[src/nscr_pkg.sv]
package nscr_pkg;

  localparam int unsigned SOURCE_PIXELS_DEF = 65536;
  localparam int unsigned COORD_BITS_DEF    = 12;

  // configuration register indexes (byte address 4*index)
  localparam logic [2:0] REG_SRC_W  = 3'd0;
  localparam logic [2:0] REG_SRC_H  = 3'd1;
  localparam logic [2:0] REG_TGT_W  = 3'd2;
  localparam logic [2:0] REG_TGT_H  = 3'd3;
  localparam logic [2:0] REG_CROP   = 3'd4;

  localparam logic OP_LOAD    = 1'b0;
  localparam logic OP_REQUEST = 1'b1;

  localparam int unsigned COORD_W    = 12;
  localparam int unsigned SRC_W      = 9;
  localparam int unsigned MUL_W      = 11;
  localparam int unsigned OFF_W      = 10;
  localparam int unsigned DEN_W      = 15;
  localparam int unsigned REM_W      = 24;
  localparam int unsigned DIV_STAGES = 9;
  localparam int unsigned LANE_LAT   = DIV_STAGES + 2;

  typedef logic [15:0] half_lut_t [256];

  // half code of b/255: round to single first, then round half up to 10 bits
  function automatic half_lut_t build_half_lut();
    half_lut_t lut;
    longint unsigned b, k, num, q, r, mant, hexp;
    int i, j;
    for (i = 0; i < 256; i++) begin
      b = longint'(i);
      if (b == 0) begin
        lut[i] = 16'h0000;
      end else begin
        k = 0;
        for (j = 0; j < 8; j++) begin
          if ((b << k) < 255) k = k + 1;
        end
        num = b << (23 + k);
        q = num / 255;
        r = num % 255;
        if (2 * r > 255) q = q + 1;
        if (q >= 64'h1000000) begin
          q = q >> 1;
          if (k > 0) k = k - 1;
        end
        mant = q & 64'h7fffff;
        hexp = 15 - k;
        lut[i] = 16'(((hexp << 10) + ((mant + 64'h1000) >> 13)) & 64'hffff);
      end
    end
    return lut;
  endfunction

  localparam half_lut_t HALF_LUT = build_half_lut();

endpackage

[src/nscr_lane.sv]
module nscr_lane (
  input  logic                     clk,
  input  logic                     en,
  input  logic [nscr_pkg::COORD_W-1:0] coord,
  input  logic [nscr_pkg::MUL_W-1:0]   mul_a,
  input  logic [nscr_pkg::COORD_W-1:0] tsize,
  input  logic [nscr_pkg::OFF_W-1:0]   off_mul,
  input  logic [nscr_pkg::DEN_W-1:0]   den,
  output logic [nscr_pkg::DIV_STAGES-1:0] quot
);
  import nscr_pkg::*;

  // products
  logic [REM_W-1:0] prod_a_r;
  logic [REM_W-1:0] prod_b_r;
  logic [DEN_W-1:0] den_s1_r;

  // divider stages; index 0 is the summed numerator
  logic [REM_W-1:0]      rem_r  [DIV_STAGES+1];
  logic [DIV_STAGES-1:0] qacc_r [DIV_STAGES+1];
  logic [DEN_W-1:0]      den_r  [DIV_STAGES+1];

  logic [REM_W-1:0]      trial [DIV_STAGES];
  logic [DIV_STAGES-1:0] ge;

  logic [COORD_W:0] odd;
  assign odd = {coord, 1'b1};

  // one quotient bit per stage, most significant first
  always_comb begin
    for (int j = 0; j < DIV_STAGES; j++) begin
      trial[j] = REM_W'(den_r[j]) << (DIV_STAGES - 1 - j);
      ge[j]    = (rem_r[j] >= trial[j]);
    end
  end

  always_ff @(posedge clk) begin
    if (en) begin
      prod_a_r  <= REM_W'(odd) * REM_W'(mul_a);
      prod_b_r  <= REM_W'(tsize) * REM_W'(off_mul);
      den_s1_r  <= den;
      rem_r[0]  <= prod_a_r + prod_b_r;
      qacc_r[0] <= '0;
      den_r[0]  <= den_s1_r;
      for (int j = 0; j < DIV_STAGES; j++) begin
        rem_r[j+1]  <= ge[j] ? (rem_r[j] - trial[j]) : rem_r[j];
        qacc_r[j+1] <= qacc_r[j] | (DIV_STAGES'(ge[j]) << (DIV_STAGES - 1 - j));
        den_r[j+1]  <= den_r[j];
      end
    end
  end

  assign quot = qacc_r[DIV_STAGES];

endmodule

[config.mk]
export PLATFORM = sky130hd
export DESIGN_NAME = nscr_lane
export DESIGN_NICKNAME = d
export VERILOG_FILES = /design/src/nscr_pkg.sv /design/src/nscr_lane.sv
export SDC_FILE = /design/constraint.sdc
export NUM_CORES = 1
export LEC_CHECK = 0
export BUFFER_PORTS_ARGS = -buffer_cell sky130_fd_sc_hd__buf_2
export CAP_MARGIN = 40
export CELL_PAD_IN_SITES_DETAIL_PLACEMENT = 1
export CELL_PAD_IN_SITES_GLOBAL_PLACEMENT = 1
export CORE_MARGIN = 4
export CORE_UTILIZATION = 35
export CTS_BUF_LIST = sky130_fd_sc_hd__clkbuf_16
export DETAILED_ROUTE_END_ITERATION = 10
export PLACE_DENSITY_LB_ADDON = 0.1
export SETUP_SLACK_MARGIN = 0.02
export SYNTH_ARGS = -nofsm -noshare
export SYNTH_HDL_FRONTEND = slang
export SYNTH_SLANG_ARGS = --single-unit
[constraint.sdc]
create_clock -name clk -period 12.45 [get_ports clk]
set_input_delay 1.8675 -clock clk [delete_from_list [all_inputs] [get_ports clk]]
set_output_delay 1.8675 -clock clk [all_outputs]
set_load 0.03 [all_outputs]
==> results.md, run 1 <==
* # DRC at 0
* Worst skew pair latency at 0.63 ns
* Mean Syn Cell Area at 10.9 µm²
* Clk pin slew, worst setup/hold paths at 0.06 ns
* Post-DR vias/cell at 4.99
* RSZ-0062 raised after global routing: no
* Number of I/O port buffers at 70
* Vias in the first global route at 23800
* Hold-critical path endpoint: qacc_r[6][8]
* ANT cells at 0
* Crit-path leading delay family: adder cells
* Post-Place Cells at 4087
* Final Util at 39.1%
* Most common cell after layout, fill and taps aside: edfxtp_1
* Share of layout cells above drive strength 1 at 6.87%
* Core area at 90000 µm²
* Die H at 309 µm
* Final critical-path required period at 6.99 ns
* Worst reg2reg setup slack at 8.83 ns
* CP cell instances: buf_2, nand2_1, fa_1, fa_1, inv_1, fa_1, fa_1, inv_1, fa_1, inv_1, ha_1, a2111oi_0, o21ai_0, a41o_1, a2111o_1, a31o_2, a21oi_1, xnor2_1
* Max FO, Critical Path at 12
* FF-to-FF path depth at 11
* Filler Cell Count at 9881
* Hold-fix buffers, CTS at 0
* GP Congestion at 0.848
* Worst Tran Pin Value at 1.05 ns
* Post-cts resize count at 0
* Mapped cell area at 31800 µm²
* Non-filler cells, final at 4187
* CP Launch Type: primary input
* Hold crit path type: flip-flop to flip-flop
* WP buf/inv at 4
* Final Hold Violating Endpoints at 0
* Largest net degree at the start of global routing at 191
* Cells after Synth at 2903
* First-pass GRT wire length at 121000 µm
* Worst Skew at 0.0455 ns
* CTS tree: yes
* Max Cap Violations at 0
* Maximum VDD drop at 0.115 mV
* Main synth FF type: edfxtp_1
* Drt first pass iters at 7
* DR vias at 20900
* Num CTS Buffers at 55
* Peak Freq at 0.143 GHz
* Synth top area share at 43.2%
* Reg-to-Reg Start: den_r[3][12]
* All-Layer GR Usage at 15.7%
* Area leader, netlist: edfxtp_1
* Slew Viols, Final at 0
* Post-synthesis sequential element count at 457
* Crit share post-route at 56.1%
* I/O pins at 71
* CTS H-tree depth at 2
* HP Start: qacc_r[5][8]
* PwrDens at 249 nW/µm²
* Most frequent cells in the layout: edfxtp_1, inv_1, ha_1
* TNS Setup at 0 ns
* Seq/Total Area, Yosys at 43.2%
* Max_slew headroom at 30.0%
* Die width at 309 µm
* Status: completed
* Top cell by count, worst path: fa_1
* Drt wl/cell at 17.5 µm
* Reg-to-reg critical path endpoint: rem_r[4][21]
* Hold depth at 0
* Post-DRT Antenna Nets at 0
* Number of synthesized flops with an enable pin at 457
* GRT overflow at 0
* Row count at 110
* Setup crit end kind: flip-flop
* Worst setup path class: primary input to flip-flop
* Synth area leaders: edfxtp_1, fa_1, ha_1
* Area Growth Syn to Fin at 10.8%
* Crit-path slowest cell: fa_1
* Synthesis Warnings at 0
* Share of flip-flops with an asynchronous set or reset at 0%
* Post-synth cell types at 66
* Initial Util at 35.3%
* CTS max path bufs at 3
* Critical Path RT at 12.79 ns
* Setup Viol. Count Final at 0
* Final HPWL DP at 58800 µm
* Leak at 0.0150 µW
* Worst path max stage delay at 0.55 ns
* CTS Root Cell: clkbuf_16
* Setup Fix Bufs, Post-CTS at 0
* Syn_nets at 3426
* Routed wire length at 73400 µm
* Die ar. at 95700 µm²
* Initial antenna violation count at 0
* Sink Count at 457
* Worst EP arrival at 7.33 ns
* Drt initial violations at 713
* Nets at 3491
-- worst reg2reg max path: stages, from the launching register on --
cell and delay (ns):
edfxtp_1 0.37, inv_1 0.05, ha_1 0.41, a21o_1 0.22
a21oi_1 0.20, o22ai_1 0.14, nor4_1 0.85, a21boi_2 0.29
buf_4 0.33, o21bai_1 0.22, a2111oi_0 0.13, xor2_1 0.16
-- kinds of logic (layout without fill, tap and decap cells) --
kind of cell,count (synthesis),count (layout),share of synthesized area (%)
XOR/XNOR,179,179,4.93
buffers and inverters,467,575,5.57
multiplexers,38,38,1.35
flip-flops,457,457,43.2
AO/OA/AOI/OAI,550,550,10.8
AND/OR/NAND/NOR,751,751,11.6
adder cells (fa/ha/maj),461,461,22.5
-- per-stage QoR --
stage / worst slack, ns / total power [µW] / hold WS, ns / instance area, µm²
floorplan: 5.34 / 6150 / 0.400 / 31800
global placement: 5.08 / 7260 / 0.402 / 33400
detailed placement: 4.93 / 7380 / 0.405 / 33500
CTS: 5.55 / 8950 / 0.373 / 35200
global route: 5.24 / 9630 / 0.389 / 35200
finish: 5.46 / 8770 / 0.376 / 35200
-- how the worst max path moves through the flow --
stage          slack [ns]  cells after the start           end  startpoint
5_1_grt              5.24                     18  prod_b_r[20]  off_mul[9]
2_1_floorplan        5.34                     18  prod_b_r[20]  off_mul[9]
6_report             5.46                     18  prod_b_r[20]  off_mul[9]
4_1_cts              5.55                     18  prod_b_r[20]  off_mul[9]
3_3_place_gp         5.08                     18  prod_b_r[20]  off_mul[9]
3_5_place_dp         4.93                     18  prod_b_r[20]  off_mul[9]
-- flip-flops by register name (all words and copies together), names as in the netlist --
| signal | flops |
|---|---|
| prod_b_r | 22 |
| qacc_r | 45 |
| den_s1_r | 15 |
| prod_a_r | 24 |
| rem_r | 216 |
| den_r | 135 |
-- cells in the mapped netlist, types with 7 or more instances --
master and instances:
a2111oi_0 8, a211oi_1 17, a21o_1 61, a21oi_1 165, a31o_2 7, a31oi_1 19, and2_1 125, and3_1 10
clkbuf_1 67, edfxtp_1 457, fa_1 185, ha_1 276, inv_1 391, mux2_2 27, mux2i_1 8, nand2_1 269
nand2b_1 30, nand3_1 33, nand4_1 16, nor2_1 133, nor2b_1 31, nor3_1 37, nor4_1 22, o211ai_1 17
o21a_1 38, o21ai_0 135, o21bai_1 9, o31a_1 13, o31ai_1 19, or3_1 10, xnor2_1 93, xor2_1 86
-- power by group --
group	internal, µW	leakage (µW)	switching (µW)	total (µW)
Combinational	2000	0.00969	2580	4580
Sequential	2450	0.00442	252	2700
Clock	862	0.000880	633	1500
Total	5310	0.0150	3470	8770
-- metal layers --
metal  global-route usage (%)  up-vias  routed length [µm]
met4                     4.96        0                2250
met1                     15.4    10400               26500
li1                         -    10200                   -
met2                     33.6      178               43300
met3                     1.79      117                1380
met5                        0        -                   0
-- cell type report --
cell class | count | area [µm²] | share of cell area [%]
well taps | 1176 | 1470 | 4.18
flip-flops and latches | 457 | 13700 | 39.0
multi-input cells | 1979 | 16300 | 46.4
clock inverters | 45 | 323 | 0.917
clock buffers | 55 | 1380 | 3.91
repair buffers | 84 | 523 | 1.49
inverters | 391 | 1470 | 4.17
No activity file was read; power rests on OpenSTA's default activity.
==> run 2: changes to the inputs <==
- ABC_AREA: unset -> 1
- clock period: 12.45 -> 5.7 ns (I/O delays scaled with it)
==> run 2 against run 1 <==
  * Clock-buffer cell count up 2
  * Final cell count rose by 42%
  * Synthesized area grew 13%
  * Clock skew is 0.0066 ns lower
  * Routed wire length is 41% higher
  * Synthesized cell count up 53%
  * Sequential share of layout area shrank 4.5 points
  * Utilization fell by 0.096 points
  * Die area rose by 13%
  * Final area rose by 13%
  * Critical path type unchanged
  * Critical endpoint is now prod_b_r[16]
  * Highest routed layer unchanged
==> results.md, run 2 <==
* Status: completed
* CTS tree: yes
* ANT cells at 0
* Final HPWL DP at 85400 µm
* Crit share post-route at 84.3%
* Drt first pass iters at 5
* CTS Root Cell: clkbuf_16
* Worst setup path class: primary input to flip-flop
* Mapped cell area at 36000 µm²
* Post-cts resize count at 0
* Most common library cells after synthesis: nand2_1, inv_1, edfxtp_1
* CTS H-tree depth at 2
* Routed wire length at 104000 µm
* Main synth FF type: edfxtp_1
* Mean Syn Cell Area at 8.10 µm²
* Number of synthesized flops with an enable pin at 457
* Area leader, netlist: edfxtp_1
* Max Cap Violations at 0
* Hold slack at 0.376 ns
* Share of layout cells above drive strength 1 at 5.04%
* Post-synthesis sequential element count at 457
* Sink Count at 457
* Cells after Synth at 4447
* Setup crit end kind: flip-flop
* Initial antenna violation count at 0
* Die width at 329 µm
* Critical Path RT at 6.10 ns
* Final critical-path required period at 4.81 ns
* First-pass GRT wire length at 165000 µm
* Drt wl/cell at 17.5 µm
* Area Growth Syn to Fin at 10.5%
* CTS max path bufs at 3
* Maximum VDD drop at 0.260 mV
* All-Layer GR Usage at 19.6%
* Most common cell after layout, fill and taps aside: nand2_1
* Post-DRT Antenna Nets at 0
* CP Launch Type: primary input
* Nets at 5047
* Setup Viol. Count Final at 0
* Slew Viols, Final at 0
* Core area at 102000 µm²
* Clk pin slew, worst setup/hold paths at 0.07 ns
* Number of flip-flops in the largest register at 216
* Count leader, synth: nand2_1
* GP Congestion at 0.822
* Vias in the first global route at 29700
* Largest net degree at the start of global routing at 132
* Worst skew pair latency at 0.66 ns
* Leak at 0.0202 µW
* Hold-fix buffers, CTS at 0
* Setup Fix Bufs, Post-CTS at 0
* Seq/Total Area, Yosys at 38.1%
* Synth top area share at 38.1%
* Share of flip-flops with an asynchronous set or reset at 0%
* GRT overflow at 0
* TNS Setup at 0 ns
* Synthesis Warnings at 0
* Max_slew headroom at 45.5%
* Num CTS Buffers at 55
* Post-synth cell types at 43
* RSZ-0062 raised after global routing: no
* Largest Register: rem_r
* Die ar. at 108000 µm²
* Final Util at 39.0%
* Worst EP arrival at 5.20 ns
* Worst Tran Pin Value at 0.817 ns
* Number of I/O port buffers at 70
* Max FO, Critical Path at 12
* # DRC at 0
* Row count at 117
* Post-DR vias/cell at 4.71
* DR vias at 27900
* Worst Skew at 0.0389 ns
* Most frequent cells in the layout: nand2_1, inv_1, edfxtp_1
* I/O pins at 71
* PwrDens at 554 nW/µm²
* Initial Util at 35.3%
* Final Hold Violating Endpoints at 0
* Synth area leaders: edfxtp_1, nand2_1, fa_1
* Biggest regs: rem_r (216), den_r (135), qacc_r (45)
* Drt initial violations at 1132
* Hold crit path type: primary input to flip-flop
* Peak Freq at 0.208 GHz
* Die H at 329 µm
* Syn_nets at 4970
## run 2: stage by stage
| step | setup WS (ns) | power, µW | cell area, µm² | instances |
|---|---|---|---|---|
| 6_report | 0.894 | 22100 | 39800 | 5930 |
| 5_1_grt | 0.614 | 24400 | 39800 | 5930 |
| 4_1_cts | 0.899 | 22500 | 39800 | 5930 |
| 3_5_place_dp | 0.192 | 18600 | 37900 | 5835 |
| 3_3_place_gp | 0.189 | 18500 | 37900 | 5834 |
| 2_1_floorplan | 0.440 | 14700 | 36000 | 4447 |
## run 2: kinds of logic after synthesis
logic type	Yosys count	share of synthesized area, %
AND/OR/NAND/NOR	2141	24.3
buffers and inverters	980	10.6
adder cells (fa/ha/maj)	461	19.9
flip-flops	457	38.1
AO/OA/AOI/OAI	296	4.41
XOR/XNOR	112	2.72
## run 2: worst paths after layout
| check | from | endpoint | slack [ns] | cells past startpoint |
|---|---|---|---|---|
| setup reg to reg | den_r[4][0] | rem_r[5][8] | 2.69 | 12 |
| hold reg to reg | qacc_r[8][6] | qacc_r[9][6] | 0.41 | 0 |
| hold / removal | den[12] | den_s1_r[12] | 0.38 | 1 |
| setup / recovery | off_mul[9] | prod_b_r[16] | 0.89 | 20 |
## run 2: routing by layer
| layer | routed length, µm | part of all wire [%] | vias up | track usage, % |
|---|---|---|---|---|
| li1 | - | - | 14100 | - |
| met4 | 2180 | 2.1 | 0 | 4.66 |
| met1 | 45100 | 44 | 13500 | 23.9 |
| met5 | 0 | 0 | - | 0 |
| met2 | 54400 | 52 | 225 | 36.9 |
| met3 | 2000 | 1.9 | 102 | 1.82 |
## run 2: worst max-delay path, cell delays in order
cell and delay [ns]:
buf_2 0.24, nand2_1 0.12, fa_1 0.52, fa_1 0.55, inv_1 0.06, fa_1 0.50, fa_1 0.55, inv_1 0.06
fa_1 0.52, inv_1 0.04, ha_1 0.36, nand2_1 0.09, inv_1 0.06, nand2_1 0.08, o21bai_1 0.11, nand3_1 0.18
nand2_1 0.13, nand2_1 0.05, nand2_1 0.06, nand2_1 0.05
## run 2: layout make-up
class | instances | area, µm²
Fill cell | 12400 | 62200
Multi-Input combinational cell | 3010 | 18500
Sequential cell | 457 | 13700
Inverter | 913 | 3430
Tap cell | 1368 | 1710
Clock buffer | 57 | 1430
Timing Repair Buffer | 87 | 546
Clock inverter | 38 | 470
## run 2: report_power, final
group | internal, µW | switching [µW]
sequential | 5300 | 736
clock | 2290 | 1420
combinational | 4260 | 8050
total | 11900 | 10200
==> run 3: changes to the inputs <==
- clock period: 5.7 -> 4.3 ns (I/O delays scaled with it)
==> run 3 against run 2 <==
  * Routed wire length grew 2.3%
  * Clock-buffer cell count shrank 1
  * Flip-flop and latch count is the same
  * Critical path type unchanged
  * Largest cell class unchanged
  * Highest routed layer unchanged
==> results.md, run 3 (same netlist as run 2, synthesis figures left out) <==
* Crit share post-route at 99.4%
* Setup crit end kind: flip-flop
* All-Layer GR Usage at 20.0%
* Non-filler cells, final at 6130
* Hold crit path type: primary input to flip-flop
* Post-Place Cells at 6016
* TNS Setup at 0 ns
* Num CTS Buffers at 55
* Max FO, Critical Path at 10
* CP Launch Type: primary input
* Hold-fix buffers, CTS at 0
* RSZ-0062 raised after global routing: yes
* Die width at 329 µm
* Die ar. at 108000 µm²
* Post-DRT Antenna Nets at 0
* Routed wire length at 106000 µm
* Peak Freq at 0.234 GHz
* Biggest regs: rem_r (216), den_r (135), qacc_r (45)
* Worst Tran Pin Value at 0.842 ns
* Final HPWL DP at 88200 µm
* Worst EP arrival at 4.64 ns
* CTS H-tree depth at 2
* Share of layout cells above drive strength 1 at 12.6%
* Number of I/O port buffers at 70
* Initial antenna violation count at 0
* PwrDens at 791 nW/µm²
* Row count at 117
* Status: completed
* Most common cell after layout, fill and taps aside: nand2_1
* Critical Path RT at 4.67 ns
* # DRC at 0
* Slew Viols, Final at 0
* Final Hold Violating Endpoints at 0
* I/O pins at 71
* CTS tree: yes
* Initial Util at 35.3%
* Area Growth Syn to Fin at 18.0%
* Max Cap Violations at 0
* Drt first pass iters at 5
* Sink Count at 457
* Drt wl/cell at 17.3 µm
* ANT cells at 0
* Max_slew headroom at 43.4%
* Largest Register: rem_r
* Placed Area at 39900 µm²
* First-pass GRT wire length at 169000 µm
* Die H at 329 µm
* Worst setup path class: primary input to flip-flop
* Finished Cell Area at 42500 µm²
* Core area at 102000 µm²
* Number of flip-flops in the largest register at 216
* Total power at 33600 µW
* Worst skew pair latency at 0.65 ns
* Maximum VDD drop at 0.606 mV
* CTS Root Cell: clkbuf_16
* Clk pin slew, worst setup/hold paths at 0.06 ns
* Final critical-path required period at 4.27 ns
* Worst Skew at 0.0348 ns
* DR vias at 28600
* GP Congestion at 0.836
* Post-DR vias/cell at 4.67
* Leak at 0.0213 µW
* Filler Cell Count at 12200
* Drt initial violations at 1184
* Most frequent cells in the layout: nand2_1, inv_1, edfxtp_1
* Nets at 5240
* Setup ws final at 0.0271 ns
* CTS max path bufs at 3
* Vias in the first global route at 30700
* Post-Place Setup Slack at -0.735 ns
* GRT overflow at 0
* Largest net degree at the start of global routing at 87
* Setup Viol. Count Final at 0
run 3: cell count changes in the layout (fill, tap and decap cells not counted), moves of 16 or more:
cell     change
a21oi_2     +16
buf_6       +26
inv_2       +29
nand2_1     -53
inv_1       -34
buf_2       -35
nand2_4     +20
ha_4        +27
ha_1        -29
buf_4      +183
nand2_2     +33
a21oi_1     -23
run 3: area by class of cell:
| type | count | area, µm² | share of cell area (%) |
|---|---|---|---|
| clock buffers | 56 | 1400 | 3.30 |
| multi-input cells | 3010 | 19400 | 45.7 |
| clock inverters | 46 | 424 | 0.998 |
| well taps | 1368 | 1710 | 4.03 |
| flip-flops and latches | 457 | 13700 | 32.3 |
| inverters | 913 | 3430 | 8.08 |
| repair buffers | 280 | 2370 | 5.58 |
run 3: critical path: stages:
cell and delay, ns:
buf_12 0.13, nand2_2 0.06, inv_2 0.04, fa_1 0.54, inv_2 0.05, fa_1 0.55
inv_2 0.04, fa_2 0.42, fa_1 0.49, inv_1 0.05, fa_1 0.49, inv_2 0.05
ha_4 0.23, a21o_1 0.20, nand2_1 0.08, nand2_2 0.06, nand3b_1 0.22, buf_4 0.17
xor2_1 0.13
run 3: what timing repair did:
item | CTS | global route
pin swaps | 0 | 77
buffers inserted | 0 | 13
gates resized for setup | 13 | 201
setup endpoints to repair | 9 | 26
run 3: power by group:
| part | switching (µW) | total (µW) | internal, µW |
|---|---|---|---|
| clock network | 1950 | 4740 | 2790 |
| registers | 991 | 8020 | 7030 |
| logic | 12300 | 20800 | 8530 |
run 3: final timing paths:
check	start	endpoint	slack, ns	cells past startpoint
setup / recovery	mul_a[5]	prod_a_r[13]	0.03	19
setup reg to reg	den_r[4][0]	rem_r[5][10]	1.28	12
hold / removal	den[6]	den_s1_r[6]	0.18	1
hold reg to reg	qacc_r[4][5]	qacc_r[5][5]	0.42	0
run 3: metrics by stage:
step                      util, %  hold slack, ns
after floorplan                 -           0.400
after global placement       39.1           0.401
after detailed placement     39.1           0.405
after CTS                    40.9           0.118
after global routing         41.7           0.126
final                        41.7           0.180
run 3: layer usage:
metal / vias up / wire length, µm / track usage [%]
met5: - / 0 / 0
met3: 126 / 2490 / 2.31
met1: 13800 / 45800 / 24.6
met4: 0 / 2260 / 4.31
met2: 242 / 55500 / 37.4
li1: 14500 / - / -
